## src/hdl/hrp_pkg.sv

```systemverilog
// Shared types, operation codes and hash constants for the reuse predictor table.
package hrp_pkg;

  // Operation codes carried by each request
  localparam logic [1:0] OP_PREDICT    = 2'd0;
  localparam logic [1:0] OP_TRAIN_UP   = 2'd1;
  localparam logic [1:0] OP_TRAIN_DOWN = 2'd2;

  localparam int OP_W     = 2;
  localparam int PC_W     = 64;
  localparam int CNT_OUT_W = 5;

  // CRC hash: reflected polynomial, rounds split into steps of ROUNDS_PER_STEP
  localparam logic [PC_W-1:0] CRC_POLY = 64'h0000_0000_EDB8_8320;
  localparam int CRC_ROUNDS      = 32;
  localparam int ROUNDS_PER_STEP = 8;
  localparam int HASH_STEPS      = CRC_ROUNDS / ROUNDS_PER_STEP;
  // After all rounds only the low HASH_W bits can be nonzero
  localparam int HASH_W          = PC_W - CRC_ROUNDS;
  // Remainder by the table size: reciprocal multiply, subtract, one correction
  localparam int MOD_STEPS       = 3;
  localparam int STEP_W          = 3;

  typedef struct packed {
    logic [OP_W-1:0] op;
    logic [PC_W-1:0] pc;
  } in_t;

  typedef struct packed {
    logic                 reuse_predicted;
    logic [CNT_OUT_W-1:0] counter_value;
  } out_t;

  typedef struct packed {
    logic full;
    logic empty;
  } fifo_status_t;

  typedef enum logic [1:0] {
    FE_IDLE,
    FE_HASH,
    FE_MOD,
    FE_PUSH
  } fe_state_t;

  // Apply ROUNDS_PER_STEP rounds of the right-shifting CRC step
  function automatic logic [PC_W-1:0] crc_rounds(input logic [PC_W-1:0] v_in);
    logic [PC_W-1:0] v;
    v = v_in;
    for (int i = 0; i < ROUNDS_PER_STEP; i++) begin
      if (v[0]) begin
        v = (v >> 1) ^ CRC_POLY;
      end else begin
        v = v >> 1;
      end
    end
    return v;
  endfunction

endpackage

```

## src/hdl/hrp_front.sv

```systemverilog
// Front end: accepts requests, hashes the program counter and reduces it to a table index.
module hrp_front
  import hrp_pkg::*;
#(
  parameter int TABLE_ENTRIES = 2048,
  localparam int IDX_W = $clog2(TABLE_ENTRIES)
) (
  input  logic             clk,
  input  logic             rst,
  input  logic             in_valid,
  output logic             in_stall,
  input  in_t              in_data,
  input  logic             clearing,
  input  fifo_status_t     q_stat,
  output logic             q_push,
  output logic [OP_W-1:0]  q_op,
  output logic [IDX_W-1:0] q_idx
);

  // Reciprocal of the table size, scaled by 2^HASH_W and rounded down
  localparam logic [HASH_W-1:0] RECIP = HASH_W'((64'd1 << HASH_W) / TABLE_ENTRIES);

  fe_state_t         state;
  fe_state_t         state_next;
  logic [STEP_W-1:0] step;
  logic [OP_W-1:0]   op;
  logic [PC_W-1:0]   hash;
  logic [HASH_W-1:0] quot;
  logic [IDX_W:0]    diff;
  logic [IDX_W-1:0]  rem;

  // Next state
  always_comb begin
    state_next = state;
    case (state)
      FE_IDLE: begin
        if (in_valid && !clearing) state_next = FE_HASH;
      end
      FE_HASH: begin
        if (step == STEP_W'(HASH_STEPS - 1)) state_next = FE_MOD;
      end
      FE_MOD: begin
        if (step == STEP_W'(MOD_STEPS - 1)) state_next = FE_PUSH;
      end
      FE_PUSH: begin
        if (!q_stat.full) state_next = FE_IDLE;
      end
      default: state_next = FE_IDLE;
    endcase
  end

  // Outputs
  always_comb begin
    in_stall = 1'b1;
    q_push   = 1'b0;
    case (state)
      FE_IDLE: in_stall = clearing;
      FE_PUSH: q_push   = !q_stat.full;
      default: begin
        in_stall = 1'b1;
        q_push   = 1'b0;
      end
    endcase
  end

  assign q_op  = op;
  assign q_idx = rem;

  // Control state
  always_ff @(posedge clk) begin
    if (rst) begin
      state <= FE_IDLE;
      step  <= '0;
    end else begin
      state <= state_next;
      if (state_next != state) begin
        step <= '0;
      end else if (state == FE_HASH || state == FE_MOD) begin
        step <= step + STEP_W'(1);
      end
    end
  end

  // Datapath: load, hash rounds, then reduce the hash by the table size
  always_ff @(posedge clk) begin
    case (state)
      FE_IDLE: begin
        if (in_valid && !clearing) begin
          op   <= in_data.op;
          hash <= in_data.pc;
        end
        rem <= '0;
      end
      FE_HASH: hash <= crc_rounds(hash);
      FE_MOD: begin
        case (step)
          // Estimate the quotient; it comes out low by at most one
          STEP_W'(0): begin
            quot <= HASH_W'((64'(hash[HASH_W-1:0]) * 64'(RECIP)) >> HASH_W);
          end
          // Subtract quotient times table size; the difference is below twice the size
          STEP_W'(1): begin
            diff <= (IDX_W+1)'(hash[HASH_W-1:0] - quot * HASH_W'(TABLE_ENTRIES));
          end
          // Correct the estimate with one compare and subtract
          default: begin
            rem <= (diff >= (IDX_W+1)'(TABLE_ENTRIES)) ?
                   IDX_W'(diff - (IDX_W+1)'(TABLE_ENTRIES)) : diff[IDX_W-1:0];
          end
        endcase
      end
      default: begin
        hash <= hash;
      end
    endcase
  end

endmodule

```

## config.mk

```make
export PLATFORM = sky130hd
export DESIGN_NAME = hrp_front
export DESIGN_NICKNAME = d
export VERILOG_FILES = /design/src/hdl/hrp_pkg.sv /design/src/hdl/hrp_front.sv
export SDC_FILE = /design/constraint.sdc
export NUM_CORES = 1
export LEC_CHECK = 0
export BUFFER_PORTS_ARGS = -buffer_cell sky130_fd_sc_hd__buf_2
export CAP_MARGIN = 0
export CORE_ASPECT_RATIO = 1.1
export CORE_MARGIN = 2
export CORE_UTILIZATION = 60
export CTS_CLUSTER_SIZE = 24
export DETAILED_ROUTE_END_ITERATION = 12
export GPL_ROUTABILITY_DRIVEN = 0
export PLACE_DENSITY_LB_ADDON = 0.1
export SKIP_CTS_REPAIR_TIMING = 1
export SYNTH_ARGS = -nofsm -noshare
export SYNTH_HDL_FRONTEND = slang
export SYNTH_SLANG_ARGS = --single-unit
export TNS_END_PERCENT = 5
```

## constraint.sdc

```tcl
create_clock -name clk -period 10 [get_ports clk]
set_clock_uncertainty 0.1 [all_clocks]
set_input_delay 3 -clock clk [delete_from_list [all_inputs] [get_ports clk]]
set_output_delay 3 -clock clk [all_outputs]
set_load 0.03 [all_outputs]
```

==> results of run 1 <==
-- cells in the mapped netlist, drive strengths merged --
library cell	n
edfxtp	88
nand3	1
nand2b	1
mux2i	1
ha	9
clkbuf	11
nand2	4
o31ai	1
xor2	19
nor4bb	1
dfxtp	5
o211ai	1
o21ai	4
inv	8
mux2	39
buf	6
a31oi	2
xnor2	50
xnor3	2
xor3	1
and2	11
nor3	2
nand3b	1
nor2b	9
or2	1
a311oi	1
a2111oi	1
and3	1
a21oi	17
nor2	23
o221ai	1
-- per-layer routing --
layer / wire length, um / part of all wire, % / vias up / global-route usage [%]
met2: 3890 / 52 / 70 / 33.5
met1: 3060 / 41 / 1225 / 22.9
met3: 443 / 5.9 / 7 / 6.67
met5: 0 / 0 / - / 0
li1: - / - / 1292 / -
met4: 76 / 1.0 / 0 / 5.73
-- final cells by class --
| cell class | count | area [um2] |
|---|---|---|
| clock buffers | 9 | 124 |
| clock inverters | 7 | 51.3 |
| fillers | 535 | 2200 |
| inverters | 8 | 30.0 |
| multi-input cells | 204 | 1700 |
| flip-flops and latches | 93 | 2740 |
| well taps | 87 | 109 |
| repair buffers | 86 | 433 |
-- stage by stage --
stage | instances | util [%] | hold WS (ns) | setup WS (ns)
finish | 494 | 70.2 | 0.382 | 3.49
global route | 494 | 70.2 | 0.403 | 3.47
detailed placement | 478 | 67.8 | 0.362 | 3.49
floorplan | 322 | - | 0.321 | 3.47
global placement | 478 | 67.8 | 0.352 | 3.50
CTS | 494 | 70.2 | 0.383 | 3.48
-- power groups by stage --
stage | sequential (mW) | combinational [mW] | clock, mW
final | 0.472 | 0.155 | 0.224
after detailed placement | 0.481 | 0.156 | 0
after global placement | 0.480 | 0.153 | 0
after global routing | 0.475 | 0.171 | 0.244
after CTS | 0.472 | 0.157 | 0.230
after floorplan | 0.483 | 0.117 | 0
-- worst max-delay path: stages --
cell,delay (ns)
buf_2,0.11
nor2b_1,0.10
buf_2,0.20
-- kinds of logic after synthesis --
family                     after synthesis
xor gates and xnor gates                72
DFF                                     93
buffers and inverters                   25
muxes                                   40
AOI/OAI and AO/OA                       28
and+or+nand+nor                         55
adders and majority gates                9
-- registers in the layout, indices dropped and copies added (netlist names) --
register,count
diff,11
hash,64
q_idx,11
q_op,2
state,2
step,3
-- path summary, 6_finish.rpt --
kind                                 from       to  slack, ns  cells after the start
worst max-delay path            q_stat[1]   q_push       3.49                      3
worst min-delay path              hash[9]  diff[9]       0.38                      0
worst max register to register   state[1]  hash[9]       6.75                      5
worst min register to register    hash[9]  diff[9]       0.38                      0
==> run metrics, run 1 <==
Layout Nets=483; Startpoint Class=input pin; largest family of logic cells by synthesized area=XOR/XNOR gates; sequential share of the synthesized area=60.6%; Final Setup Violations=0; Worst Path Max Fanout=3; Final ANT Viol Nets=0; post-synth top area share=58.4%; DP HPWL=5130 um; H-Tree Depth=3; Die ar.=8250 um2; total CTS buffers=9; fin crit period=6.51 ns; PortBufs=85; worst rel slew slack=26.4%; mux cell area share after synthesis=9.93%; Mapped Nets=403; ranking of synthesized cells by area=edfxtp_1 (58%), mux2_2 (9.7%), xnor2_1 (9.7%); first-pass GRT wire length=12000 um; core area=7390 um2; vias in the first global route=2568; vias per cell=5.25; f_max=154 MHz; most frequent cells in the layout=edfxtp_1 (88), buf_2 (85), xnor2_1 (50); row cnt=33; initial core utilization=61.2%; clock sinks=93; LEAKAGE=1.95 nW; # IOs=87; Synth Area in Adders=2.49%; Power per Cell Area=164 nW/um2; Synth Area in Compound Gates=3.51%; CP required=6.90 ns; simple-gate area share of the yosys netlist=6.14%; P_sw=0.224 mW; Seq pwr share=55.4%; RSZ-0062 raised after global routing=false; synth warn=0; Total Power=0.851 mW; wire per inst=15.1 um; FF+latch count, synth=93; Design Area, Final=5190 um2; internal power=0.627 mW; most common cell after layout, fill and taps aside=edfxtp_1; Final Cycle Share=65.1%; synth-to-layout area growth=14.6%; outcome=finished clean; CP Data Arrival Time=3.41 ns; DR vias=2594; Post-Synth XOR/XNOR Area=14.9%; Max Slew Vio Count=0; Die Y=95.1 um; actual slew at the worst max-slew pin=1.10 ns; Max VDD drop=96.2 uV; worst setup path class=in -> out; Die W=86.8 um; DRC=0; Mapped Cells=322; largest net degree at the start of global routing=81; Yosys cell types=35; GRT Residual Overflow=0; Worst-Skew Late Latency=0.35 ns; share of cells above drive strength 1=35.6%; Clock transition at path regs=0.08 ns; initial antenna violation count=0; Clock Power Share=26.4%; root buffer cell=clkbuf_8; Hold WC Path Type=reg -> reg; Avg Inst Size Synth=14.1 um2; Setup crit end kind=output port; drt pass-1 iters=4; Hold Violations, Final=0; setup TNS=0 ns; Sw Ratio=26.4%; total of max-cap violations=0; Syn Std Cell Area=4520 um2; Total GRT Usage=19.4%; initial DRC count=191; Synth area leader=edfxtp_1; Post-Route WL=7470 um; CTS tree=built; Comb pwr share=18.2%; Antenna diodes=0; placed cell area=5010 um2; maximum clock insertion buffer count=2
Note: power is estimated with default switching activity, not from simulation.
==> run 2: changes to the inputs <==
CORE_UTILIZATION = 55   (was 60)
clock period = 6.6 ns   (was 10 ns; I/O delays follow)
==> run metrics, run 2 (synthesis results as in run 1) <==
clock sinks=93; max FFs per register=64; core area=7960 um2; LEAKAGE=1.97 nW; Antenna diodes=0; CP required=4.52 ns; CTS tree=built; Worst Path Max Fanout=3; Comb pwr share=17.2%; Die ar.=8970 um2; outcome=finished clean; vias per cell=5.05; Clock Power Share=30.5%; DRC=0; most common cell after layout, fill and taps aside=edfxtp_1; Hold Violations, Final=0; Final Setup Violations=0; Max Slew Vio Count=0; share of cells above drive strength 1=35.4%; DP HPWL=5240 um; most frequent cells in the layout=edfxtp_1 (88), buf_2 (85), xnor2_1 (50); Max VDD drop=139 uV; initial antenna violation count=0; root buffer cell=clkbuf_8; Critical Path Max Stage Delay=0.20 ns; CP Launch Point=q_stat[1]; initial DRC count=152; total CTS buffers=9; f_max=224 MHz; Die Y=99.1 um; depth of the most critical reg-to-reg path=5; worst path cell trace=buf_2 -> nor2b_1 -> buf_2; Reg-to-Reg End=hash[14]; Final Cycle Share=67.7%; Worst Hold Depth=0; Startpoint Class=input pin; drt pass-1 iters=4; P_sw=0.339 mW; setup TNS=0 ns; Slowest-stage cell, CP=buf_2; Hold WC Path Type=reg -> reg; actual slew at the worst max-slew pin=1.08 ns; GRT Residual Overflow=0; internal power=1.03 mW; Power per Cell Area=260 nW/um2; Die W=90.5 um; Seq pwr share=52.3%; Worst-Skew Late Latency=0.35 ns; fin crit period=4.47 ns; end of the critical path=q_push; DP Cell Count=499; Final ANT Viol Nets=0; Clock transition at path regs=0.08 ns; PortBufs=85; worst setup path class=in -> out; first-pass GRT wire length=12100 um; worst r2r src=state[1]; Layout Cells excl Fill=515; maximum clock insertion buffer count=2; worst rel slew slack=27.5%; synth-to-layout area growth=16.2%; # IOs=87; initial core utilization=56.9%; R2R setup slack=3.23 ns; Total GRT Usage=17.4%; RSZ-0062 raised after global routing=false; fill count=619; utilization after layout=66.1%; Post-Route WL=7510 um; CP Data Arrival Time=2.39 ns; H-Tree Depth=3; largest net degree at the start of global routing=81; CP most frequent cell=buf_2; Setup crit end kind=output port; total of max-cap violations=0; Total Power=1.37 mW; final hold slack=0.375 ns; wire per inst=14.6 um; largest register by flop count=hash; Layout Nets=483; DR vias=2599; row cnt=34; Sw Ratio=24.8%; vias in the first global route=2578
## run 2: cell types whose count changed in the layout (fill, tap and decap cells not counted), sizes merged
cell / before / now
clkinv: 4 / 1
bufinv: 0 / 2
inv: 9 / 10
## run 2: critical path: cells and delay by family
kind,cells,cell delay [ns]
buffers and inverters,2,0.31
AND/OR/NAND/NOR,1,0.10
## run 2: per-stage QoR
step                      instance area [um2]  setup WS, ns
after detailed placement                 5040          2.13
after global routing                     5260          2.12
final                                    5260          2.13
after global placement                   5040          2.14
after floorplan                          4520         0.485
after CTS                                5260          2.13
## run 2: worst min-delay path by stage
stage                         end     from  slack, ns
after floorplan           diff[3]  hash[3]       0.32
after global placement    diff[8]  hash[8]       0.35
after detailed placement  diff[8]  hash[8]       0.36
after CTS                 diff[8]  hash[8]       0.38
after global routing      diff[9]  hash[9]       0.39
final                     diff[8]  hash[8]       0.38
## run 2: routing by layer
metal	part of all wire, %	up-vias	global-route usage [%]
li1	-	1288	-
met4	1.8	0	6.75
met5	0	-	0
met3	5.1	13	4.09
met1	42	1228	21.9
met2	51	70	29.5
## run 2: cell type report
type / count / area (um2) / area share (%)
clock buffer: 9 / 124 / 2.36
clock inverter: 7 / 96.3 / 1.83
inverter: 8 / 30.0 / 0.571
multi-input combinational: 204 / 1700 / 32.3
sequential: 93 / 2740 / 52.2
tap: 108 / 135 / 2.57
timing repair buffer: 86 / 433 / 8.23
## run 2: power groups by stage
stage	clock network, mW	registers [mW]	logic (mW)
6_report	0.416	0.715	0.235
5_1_grt	0.447	0.719	0.260
4_1_cts	0.424	0.715	0.239
3_5_place_dp	0	0.729	0.237
3_3_place_gp	0	0.727	0.233
2_1_floorplan	0	0.732	0.177
