## src/hdl/hrp_pkg.sv

```systemverilog
// Shared types, operation codes and hash constants for the reuse predictor table.
package hrp_pkg;

  // Operation codes carried by each request
  localparam logic [1:0] OP_PREDICT    = 2'd0;
  localparam logic [1:0] OP_TRAIN_UP   = 2'd1;
  localparam logic [1:0] OP_TRAIN_DOWN = 2'd2;

  localparam int OP_W     = 2;
  localparam int PC_W     = 64;
  localparam int CNT_OUT_W = 5;

  // CRC hash: reflected polynomial, rounds split into steps of ROUNDS_PER_STEP
  localparam logic [PC_W-1:0] CRC_POLY = 64'h0000_0000_EDB8_8320;
  localparam int CRC_ROUNDS      = 32;
  localparam int ROUNDS_PER_STEP = 8;
  localparam int HASH_STEPS      = CRC_ROUNDS / ROUNDS_PER_STEP;
  // After all rounds only the low HASH_W bits can be nonzero
  localparam int HASH_W          = PC_W - CRC_ROUNDS;
  // Remainder by the table size: reciprocal multiply, subtract, one correction
  localparam int MOD_STEPS       = 3;
  localparam int STEP_W          = 3;

  typedef struct packed {
    logic [OP_W-1:0] op;
    logic [PC_W-1:0] pc;
  } in_t;

  typedef struct packed {
    logic                 reuse_predicted;
    logic [CNT_OUT_W-1:0] counter_value;
  } out_t;

  typedef struct packed {
    logic full;
    logic empty;
  } fifo_status_t;

  typedef enum logic [1:0] {
    FE_IDLE,
    FE_HASH,
    FE_MOD,
    FE_PUSH
  } fe_state_t;

  // Apply ROUNDS_PER_STEP rounds of the right-shifting CRC step
  function automatic logic [PC_W-1:0] crc_rounds(input logic [PC_W-1:0] v_in);
    logic [PC_W-1:0] v;
    v = v_in;
    for (int i = 0; i < ROUNDS_PER_STEP; i++) begin
      if (v[0]) begin
        v = (v >> 1) ^ CRC_POLY;
      end else begin
        v = v >> 1;
      end
    end
    return v;
  endfunction

endpackage

```

## src/hdl/hrp_queue.sv

```systemverilog
// Two-entry queue that decouples the hash front end from the table back end.
module hrp_queue
  import hrp_pkg::*;
#(
  parameter int WIDTH = 13
) (
  input  logic             clk,
  input  logic             rst,
  input  logic             push,
  input  logic [WIDTH-1:0] push_data,
  input  logic             pop,
  output logic [WIDTH-1:0] pop_data,
  output fifo_status_t     stat
);

  logic [WIDTH-1:0] slot [2];
  logic             wr_ptr;
  logic             rd_ptr;
  logic [1:0]       count;

  assign stat.full  = (count == 2'd2);
  assign stat.empty = (count == 2'd0);
  assign pop_data   = slot[rd_ptr];

  // Advance pointers and occupancy
  always_ff @(posedge clk) begin
    if (rst) begin
      wr_ptr <= 1'b0;
      rd_ptr <= 1'b0;
      count  <= 2'd0;
    end else begin
      if (push) wr_ptr <= !wr_ptr;
      if (pop)  rd_ptr <= !rd_ptr;
      if (push && !pop) begin
        count <= count + 2'd1;
      end else if (pop && !push) begin
        count <= count - 2'd1;
      end
    end
  end

  // Store entries
  always_ff @(posedge clk) begin
    if (push) slot[wr_ptr] <= push_data;
  end

endmodule

```

## config.mk

```make
export PLATFORM = sky130hd
export DESIGN_NAME = hrp_queue
export DESIGN_NICKNAME = d
export VERILOG_FILES = /design/src/hdl/hrp_pkg.sv /design/src/hdl/hrp_queue.sv
export SDC_FILE = /design/constraint.sdc
export NUM_CORES = 1
export LEC_CHECK = 0
export BUFFER_PORTS_ARGS = -buffer_cell sky130_fd_sc_hd__buf_4
export CAP_MARGIN = 10
export CORE_UTILIZATION = 25
export CTS_CLUSTER_DIAMETER = 60
export DETAILED_ROUTE_END_ITERATION = 12
export PLACE_DENSITY_LB_ADDON = 0.25
export SYNTH_ARGS = -nofsm -noshare
export SYNTH_HDL_FRONTEND = slang
export SYNTH_SLANG_ARGS = --single-unit
```

## constraint.sdc

```tcl
create_clock -name clk -period 3.04 [get_ports clk]
set_input_delay 0.608 -clock clk [delete_from_list [all_inputs] [get_ports clk]]
set_output_delay 0.608 -clock clk [all_outputs]
set_load 0.1 [all_outputs]
```

==> results.py, run 1 <==
metrics = {
    "status": {
        "outcome": "finished, final reports clean",
    },
    "setup_path": {
        "critical_path_class": "reg2out",
        "cp_cell_sequence": "mux2_2 -> buf_4",
        "crit_fanout": 13,
        "crit_required_ps": 2430,
        "max_stage_delay_ps": 710,
        "slowest_stage": "dfxtp_1",
        "reg2reg_slack_ps": 1650,
        "arrival_ps": 1640,
        "setup.worst_path.end_class": "output port",
        "startpoint_type": "register",
    },
    "power": {
        "seqPwrFrac_pct": 46.4,
        "swShare_pct": 33.58,
        "p_int_mw": 0.7301,
        "irDropWorstVdd_uv": 269.9,
        "leakagePower_nw": 0.5804,
        "powerDensity_nw_per_um2": 723.1,
        "p_switching_mw": 0.3692,
        "clock_power_share_pct": 27.1,
        "combPwrFrac_pct": 26.5,
    },
    "floorplanning": {
        "fp.dieW_um": 69.53,
        "core_area_um2": 4354,
        "die_h_um": 69.53,
        "dieArea_um2": 4834,
        "rows": 24,
        "start_util_pct": 26.18,
        "pin_count": 32,
    },
    "sta": {
        "setup_violations": 0,
        "fin_crit_sh_pct": 73.84,
        "hold_viol": 0,
        "max_slew_margin_pct": 58.90,
        "fmax_mhz": 445.5,
        "slew_violations": 0,
        "finalCriticalPeriod_ps": 2245,
        "finalHoldWorstSlack_ps": 506.7,
        "worst_slew_pin_slew_ps": 615.7,
        "fin_setup_tns_ps": 0,
        "rsz0062_at_grt": "false",
        "skew_ps": 3.239,
    },
    "clocking": {
        "postCtsHoldBufs": 0,
        "post_cts_resize_count": 0,
        "cts_tree": "done",
        "postCtsSetupBuffers": 0,
        "path_clk_slew_ps": 60,
        "clock_latency_ps": 280,
        "cts_buffers": 5,
        "cts_buffer_depth": 2,
        "cts_sinks": 31,
        "cts_root_buffer": "clkbuf_8",
        "cts-htree-levels": 2,
    },
    "synthesis": {
        "yosys_warnings": 0,
        "ys_ff_latch": 31,
        "synth-async-reset-ratio_pct": 0,
        "avgSynthCellArea_um2": 18.38,
        "synth_ff_type": "edfxtp_1",
        "synth-edff-count": 26,
        "ys_seq_area_share_pct": 77.28,
        "synth_cell_types": 15,
        "synth_area_um2": 1140,
        "synth_nets": 80,
        "synthCells": 62,
    },
    "global_route": {
        "grt_overflow_total": 0,
        "grt_pass1_wl_um": 3132,
        "grt_pass1_vias": 667,
        "grt_use_total_pct": 9.065,
        "grt_max_degree": 14,
        "antenna_found_initial": 0,
    },
    "final_layout": {
        "diodes": 0,
        "drive_above_1_share_pct": 50.50,
        "fin_util_pct": 34.91,
        "area_delta_synth_final_pct": 33.37,
        "layout.nets": 118,
    },
    "job": {
        "cap_violations": 0,
    },
    "detailed_routing": {
        "detail_route.iter0.violations": 26,
        "wl_per_cell_um": 12.63,
        "drc_errors": 0,
        "num_vias": 636,
        "drt_pass1_iterations": 4,
        "ant_nets": 0,
        "viasPerCell": 4.157,
        "drt-total-wl_um": 1933,
    },
    "placed_design": {
        "place_congestion": 0.6211,
        "io_buffers": 31,
        "place.detailed.hpwl_um": 1335,
    },
    "min_path": {
        "hold_path_class": "reg2reg",
    },
}
-- placed cells by master (no fill, tap or decap), types with 2 or more instances in the layout --
cell,n
clkbuf_8,5
xnor2_1,2
edfxtp_1,26
buf_4,32
mux2_2,13
nor2_1,5
xor2_1,2
dfxtp_1,5
clkbuf_1,3
-- cell usage after synthesis (2+ instances only) --
cell type  count  area share (%)
xnor2_1        2             1.5
mux2_2        13              13
edfxtp_1      26              68
dfxtp_1        5             8.8
nor2_1         5             1.6
xor2_1         2             1.5
-- layer usage --
metal  vias to the layer above  share of wire (%)  track usage, %
met3                         5                7.3           4.942
met5                         -                  0               0
met4                         0                2.3           4.762
met1                       303                 40           9.586
li1                        304                  -               -
met2                        24                 50           14.46
-- layout make-up --
class	count	area, µm²
inverters	1	3.754
well taps	52	65.06
multi-input cells	29	250.2
clock buffers	8	80.08
fillers	422	2834
repair buffers	32	240.2
flip-flops and latches	31	880.8
-- registers in the layout (all words and copies together), names as in the netlist, named ones only --
| signal | flops |
|---|---|
| slot | 26 |
| wr_ptr | 1 |
| count | 2 |
| rd_ptr | 1 |
-- final timing paths --
path | to | from | cells past startpoint
hold reg to reg | count[1] | count[1] | 2
hold / removal | count[1] | count[1] | 2
setup / recovery | pop_data[5] | register | 2
setup reg to reg | slot[0][10] | wr_ptr | 2
-- power groups by stage --
stage	clock network [mW]	registers (mW)	logic [mW]
after floorplan	0	0.511	0.233
after global placement	0	0.517	0.292
after detailed placement	0	0.520	0.293
after CTS	0.313	0.511	0.294
after global routing	0.331	0.514	0.301
final	0.298	0.510	0.291
-- metrics by stage --
step           instance area (µm²)  instances  setup slack [ps]  total power, mW
4_1_cts                       1520        153             727.0            1.118
6_report                      1520        153             795.4            1.099
3_5_place_dp                  1440        145              1045           0.8132
5_1_grt                       1520        153             685.9            1.146
2_1_floorplan                 1140         62             850.2           0.7434
3_3_place_gp                  1440        145              1084           0.8090
-- critical path: cells and delay by family, from the launching register on --
kind,cells,cell delay [ps]
buf+inv,1,230
flops,1,710
mux,1,410
-- cells by family (layout without fill, tap and decap cells) --
logic type      count (synthesis)  in the layout  synth area share (%)
simple gates                    9              9                 4.063
flops                          31             31                 77.28
xor+xnor                        4              4                 3.074
compound gates                  2              2                0.8773
mux                            13             13                 12.84
fa+ha+maj                       1              1                 1.098
buf+inv                         2             41                0.7676
No activity file was read; power rests on OpenSTA's default activity.
==> run 2, diff against run 1 <==
ABC_AREA = 1   (was not set)
clock period = 2.3 ns   (was 3.04 ns; I/O delays follow)
==> run 2 against run 1 <==
  * Synthesized cell count rose by 18%
  * The run now ends with DRC left
  * Global-route usage fell by 0.63 points
  * Largest power group unchanged
  * Critical endpoint is now pop_data[1]
  * Clock skew rose by 0.62 ps
  * Register-to-register slack got worse by 580 ps
  * Routed wire length rose by 3.0%
  * Core utilization rose by 0.52 points
  * First-iteration DRC count fell by 7.7%
  * Design area rose by 4.3%
==> results.py, run 2 <==
metrics = {
    "sta": {
        "fin_setup_tns_ps": 0,
        "setup_violations": 0,
        "slew_violations": 0,
        "fin_crit_sh_pct": 84.88,
        "finalCriticalPeriod_ps": 1952,
        "finalHoldWorstSlack_ps": 369.6,
        "fmax_mhz": 512.2,
        "rsz0062_at_grt": "false",
        "max_slew_margin_pct": 62.06,
        "hold_viol": 0,
        "worst_slew_pin_slew_ps": 568.5,
        "skew_ps": 3.861,
        "fin_ws_ps": 347.7,
    },
    "synthesis": {
        "synth-async-reset-ratio_pct": 0,
        "synth_cell_types": 15,
        "synth_fa_ha_area_share_pct": 1.041,
        "yosysMostFrequentCell": "edfxtp_1",
        "synth_simple_gate_area_share_pct": 5.099,
        "ys_ff_latch": 31,
        "synth_ff_type": "edfxtp_1",
        "avgSynthCellArea_um2": 16.47,
        "ys_seq_area_share_pct": 73.26,
        "synth_nets": 91,
        "synth_top_area_cell": "edfxtp_1",
        "synth-xor-area-share_pct": 0.7284,
        "synthTopCellsByArea": "edfxtp_1 65%, mux2_4 12%, dfxtp_1 8.3%",
        "synth_compound_area_share_pct": 0.8325,
        "synth-edff-count": 26,
        "synth_top_family_by_area": "multiplexers",
        "yosys_warnings": 0,
        "synthCells": 73,
        "muxShareOfSynthArea_pct": 15.30,
        "synth_area_um2": 1202,
        "synthTopCellsByCount": "26 x edfxtp_1, 10 x mux2_4, 9 x inv_1",
        "yosysTopAreaCellShare_pct": 64.93,
    },
    "setup_path": {
        "arrival_ps": 1490,
        "critical_path_class": "reg2out",
        "reg2reg_slack_ps": 1070,
        "startpoint_type": "register",
        "r2r_cells": 2,
        "r2r-start": "wr_ptr",
        "crit_fanout": 10,
        "crit_required_ps": 1840,
        "r2r_end": "slot[0][3]",
        "setup.worst_path.end_class": "output port",
    },
    "global_route": {
        "grt_max_degree": 15,
        "busiest_layer": "met2",
        "grt_use_met1_pct": 9.873,
        "grt_use_met3_pct": 4.219,
        "antenna_found_initial": 0,
        "met2_usage_pct": 13.23,
        "grt_use_total_pct": 8.432,
        "grt_overflow_total": 0,
        "grt_pass1_wl_um": 3146,
        "grt_pass1_vias": 704,
    },
    "detailed_routing": {
        "wl_per_cell_um": 12.07,
        "drt-total-wl_um": 1991,
        "drt_pass1_iterations": 8,
        "viasPerCell": 4.091,
        "detail_route.iter0.violations": 24,
        "drc_errors": 3,
        "num_vias": 675,
        "ant_nets": 0,
    },
    "power": {
        "irDropWorstVdd_uv": 371.2,
        "powerDensity_nw_per_um2": 898.5,
        "leakagePower_nw": 0.6610,
    },
    "clocking": {
        "postCtsSetupBuffers": 0,
        "cts_root_buffer": "clkbuf_8",
        "cts_tree": "done",
        "cts-htree-levels": 2,
        "path_clk_slew_ps": 60,
        "postCtsHoldBufs": 0,
        "cts_buffer_depth": 2,
        "clock_latency_ps": 270,
        "cts_sinks": 31,
        "cts_buffers": 5,
        "post_cts_resize_count": 0,
    },
    "placed_design": {
        "place.detailed.hpwl_um": 1524,
        "place_inst": 157,
        "dpl_worst_slack_ps": 617.7,
        "dpl_cell_area_um2": 1504,
        "place_congestion": 0.6824,
        "io_buffers": 31,
    },
    "floorplanning": {
        "fp.dieW_um": 71.35,
        "rows": 24,
        "core_area_um2": 4474,
        "dieArea_um2": 5091,
        "die_h_um": 71.35,
        "pin_count": 32,
        "start_util_pct": 26.87,
    },
    "status": {
        "violations": "DRC",
        "outcome": "complete, but fails checks",
    },
    "job": {
        "cap_violations": 0,
    },
    "final_layout": {
        "drive_above_1_share_pct": 46.02,
        "regMostFlops": "slot",
        "reg_top3": "slot: 26 flops, count: 2 flops",
        "design_area_um2": 1585,
        "final_cells": 165,
        "diodes": 0,
        "largest_register_ffs": 26,
        "layout.nets": 130,
        "layout_common_cells": "33 x buf_4, 26 x edfxtp_1, 10 x mux2_4",
        "area_delta_synth_final_pct": 31.84,
        "final_common_cell": "buf_4",
    },
    "min_path": {
        "hold_end": "slot[1][5]",
        "holdPathStages": 1,
        "hold_path_class": "in2reg",
        "holdCritStartpoint": "push_data[5]",
    },
}
==> run 2: cell types whose count changed in the layout (fill, tap and decap cells not counted), sizes merged, moves of 2 or more <==
cell / change
nand2: +5
nor2: +2
xor2: -2
inv: +8
==> run 2: worst max-delay path by stage <==
stage | start | to | slack (ps)
2_1_floorplan | count[1] | stat[1] | 210
3_3_place_gp | register | pop_data[10] | 660
3_5_place_dp | register | pop_data[1] | 620
4_1_cts | register | pop_data[1] | 310
5_1_grt | register | pop_data[10] | 270
6_report | register | pop_data[1] | 350
==> run 2: cell families after synthesis <==
group / after synthesis
simple gates: 15
flops: 31
xor+xnor: 1
mux: 13
fa+ha+maj: 1
compound gates: 2
buf+inv: 10
==> run 2: per-stage QoR <==
stage                     total power, mW  utilization (%)
final                               1.424            35.43
after global routing                1.481            35.43
after CTS                           1.445            35.43
after detailed placement            1.050            33.61
after global placement              1.046            33.61
after floorplan                    0.9673                -
==> run 2: where the power goes <==
part,total (mW),leakage (nW),internal (mW),switching (mW)
combinational,0.376,0.333,0.102,0.273
clock,0.390,0.0422,0.212,0.178
sequential,0.659,0.286,0.646,0.0127
==> run 2: routing by layer <==
| layer | vias to the layer above | part of all wire [%] |
|---|---|---|
| met2 | 28 | 45 |
| met3 | 2 | 9.4 |
| li1 | 333 | - |
| met5 | - | 0 |
| met4 | 0 | 1.1 |
| met1 | 312 | 44 |
==> run 2: layout make-up <==
class	count	area [µm²]
Clock buffer	7	76.32
Clock inverter	1	5.005
Fill cell	431	2889
Inverter	9	33.78
Multi-Input combinational cell	32	276.5
Sequential cell	31	880.8
Tap cell	52	65.06
Timing Repair Buffer	33	247.7
==> run 2: critical path, cell delays in order (launching register included) <==
cell	delay [ps]
dfxtp_1	400
buf_4	260
mux2_4	320
buf_4	230
==> run 3, diff against run 2 <==
clock period = 1.6 ns   (was 2.3 ns; I/O delays follow)
==> run 3 against run 2 <==
  * Cell count rose by 1.8%
  * Largest cell class unchanged
  * Combinational power rose by 80%
  * Critical endpoint is now pop_data[0]
  * Sequential power rose by 44%
  * Die area did not move
  * Worst hold slack got worse by 140 ps
  * The flow still finishes with violations (DRC)
  * Clock-buffer cell count rose by 1
  * Global-route usage rose by 1.2 points
  * Core utilization rose by 4.8 points
  * Via count rose by 3.7%
  * Critical path type unchanged
  * Clock power rose by 46%
==> results.py, run 3 (same netlist as run 2, synthesis figures left out) <==
metrics = {
    "status": {
        "outcome": "complete, but fails checks",
        "violations": "DRC",
    },
    "power": {
        "irDropWorstVdd_uv": 610.9,
        "leakagePower_nw": 0.7486,
        "seqPwrFrac_pct": 43.3,
        "p_switching_mw": 0.7041,
        "clock_power_share_pct": 26.0,
        "swShare_pct": 32.08,
        "combPwrFrac_pct": 30.7,
        "powerDensity_nw_per_um2": 1220,
        "p_int_mw": 1.491,
    },
    "clocking": {
        "postCtsSetupBuffers": 0,
        "path_clk_slew_ps": 60,
        "clock_latency_ps": 270,
        "postCtsHoldBufs": 0,
        "cts_buffers": 5,
        "cts_root_buffer": "clkbuf_8",
        "cts_sinks": 31,
        "cts-htree-levels": 2,
        "cts_buffer_depth": 2,
        "cts_tree": "done",
    },
    "setup_path": {
        "setup.worst_path.end_class": "output port",
        "crit_fanout": 10,
        "critical_path_class": "reg2out",
        "arrival_ps": 1270,
        "startpoint_type": "register",
        "crit_required_ps": 1280,
    },
    "detailed_routing": {
        "drc_errors": 4,
        "drt_pass1_iterations": 8,
        "ant_nets": 0,
        "num_vias": 700,
        "wl_per_cell_um": 13.29,
        "viasPerCell": 4.167,
        "detail_route.iter0.violations": 31,
        "drt-total-wl_um": 2232,
    },
    "placed_design": {
        "place_congestion": 0.6944,
        "dpl_cell_area_um2": 1544,
        "place_inst": 160,
        "io_buffers": 31,
        "place.detailed.hpwl_um": 1573,
    },
    "floorplanning": {
        "dieArea_um2": 5091,
        "pin_count": 32,
        "rows": 24,
        "fp.dieW_um": 71.35,
        "die_h_um": 71.35,
        "core_area_um2": 4474,
        "start_util_pct": 26.87,
    },
    "sta": {
        "worst_slew_pin_slew_ps": 278.0,
        "skew_ps": 4.025,
        "fin_crit_sh_pct": 99.25,
        "hold_viol": 0,
        "slew_violations": 0,
        "rsz0062_at_grt": "true",
        "setup_violations": 0,
        "fmax_mhz": 629.7,
        "max_slew_margin_pct": 81.62,
        "finalCriticalPeriod_ps": 1588,
    },
    "final_layout": {
        "layout.nets": 133,
        "area_delta_synth_final_pct": 49.64,
        "largest_register_ffs": 26,
        "layout_common_cells": "26 x edfxtp_1, 22 x buf_4, 14 x buf_12",
        "reg_top3": "slot: 26 flops, count: 2 flops",
        "design_area_um2": 1799,
        "drive_above_1_share_pct": 49.14,
        "fill_cells": 420,
        "final_cells": 168,
        "final_common_cell": "edfxtp_1",
        "regMostFlops": "slot",
        "diodes": 0,
    },
    "global_route": {
        "grt_pass1_vias": 747,
        "grt_use_total_pct": 9.625,
        "antenna_found_initial": 0,
        "grt_max_degree": 12,
        "grt_pass1_wl_um": 3525,
        "grt_overflow_total": 0,
    },
    "min_path": {
        "hold_path_class": "in2reg",
    },
    "job": {
        "cap_violations": 0,
    },
}
==> run 3: changes by cell type in the layout (fill, tap and decap cells not counted), sizes merged <==
| cell | delta |
|---|---|
| clkinv | -1 |
| buf | +3 |
| clkbuf | +1 |
==> run 3: through the flow <==
step | setup TNS (ps) | worst slack (ps) | power, mW | utilization (%) | hold slack [ps]
2_1_floorplan | 0 | 97.54 | 1.394 | - | 392.4
3_3_place_gp | 0 | 216.8 | 1.524 | 34.51 | 495.6
3_5_place_dp | 0 | 207.4 | 1.532 | 34.51 | 507.5
4_1_cts | -80.79 | -15.71 | 2.203 | 39.37 | 216.2
5_1_grt | -379.6 | -38.24 | 2.279 | 40.21 | 213.7
6_report | 0 | 11.98 | 2.195 | 40.21 | 226.4
==> run 3: final timing paths <==
path | cells after the start | slack, ps | to | start
worst max register to register | 3 | 520 | slot[1][2] | wr_ptr
worst max-delay path | 3 | 10 | pop_data[0] | register
worst min register to register | 2 | 530 | wr_ptr | wr_ptr
worst min-delay path | 2 | 230 | register | rst
==> run 3: timing repair <==
action / 4_1_cts / 5_1_grt
resized for setup: 34 / 9
gates cloned: 0 / 0
endpoints found under the setup margin: 13 / 13
==> run 3: worst max-delay path, cell delays in order (launching register included) <==
cell and delay, ps:
dfxtp_2 350, buf_12 150, mux2_4 320, buf_12 170
==> run 3: cell type report <==
class                           instances  area (µm²)  share of cell area, %
Clock buffer                            8       80.08                  4.451
Inverter                                9       33.78                  1.878
Multi-Input combinational cell         32       292.8                  16.27
Sequential cell                        31       882.1                  49.03
Tap cell                               52       65.06                  3.616
Timing Repair Buffer                   36       445.4                  24.76
==> run 3: metal layers <==
| layer | vias up | part of all wire [%] | wire, µm | track usage, % |
|---|---|---|---|---|
| li1 | 342 | - | - | - |
| met1 | 324 | 43 | 963 | 11.10 |
| met2 | 31 | 48 | 1072 | 14.60 |
| met3 | 3 | 7.4 | 165 | 4.360 |
| met4 | 0 | 1.4 | 31 | 6.000 |
| met5 | - | 0 | 0 | 0 |
==> run 3: power by group through the flow <==
stage          Sequential [mW]  Clock [mW]  Combinational [mW]
6_report                 0.950       0.570               0.675
5_1_grt                  0.953       0.622               0.704
4_1_cts                  0.949       0.598               0.655
3_5_place_dp             0.965           0               0.567
3_3_place_gp             0.963           0               0.560
2_1_floorplan            0.961           0               0.433
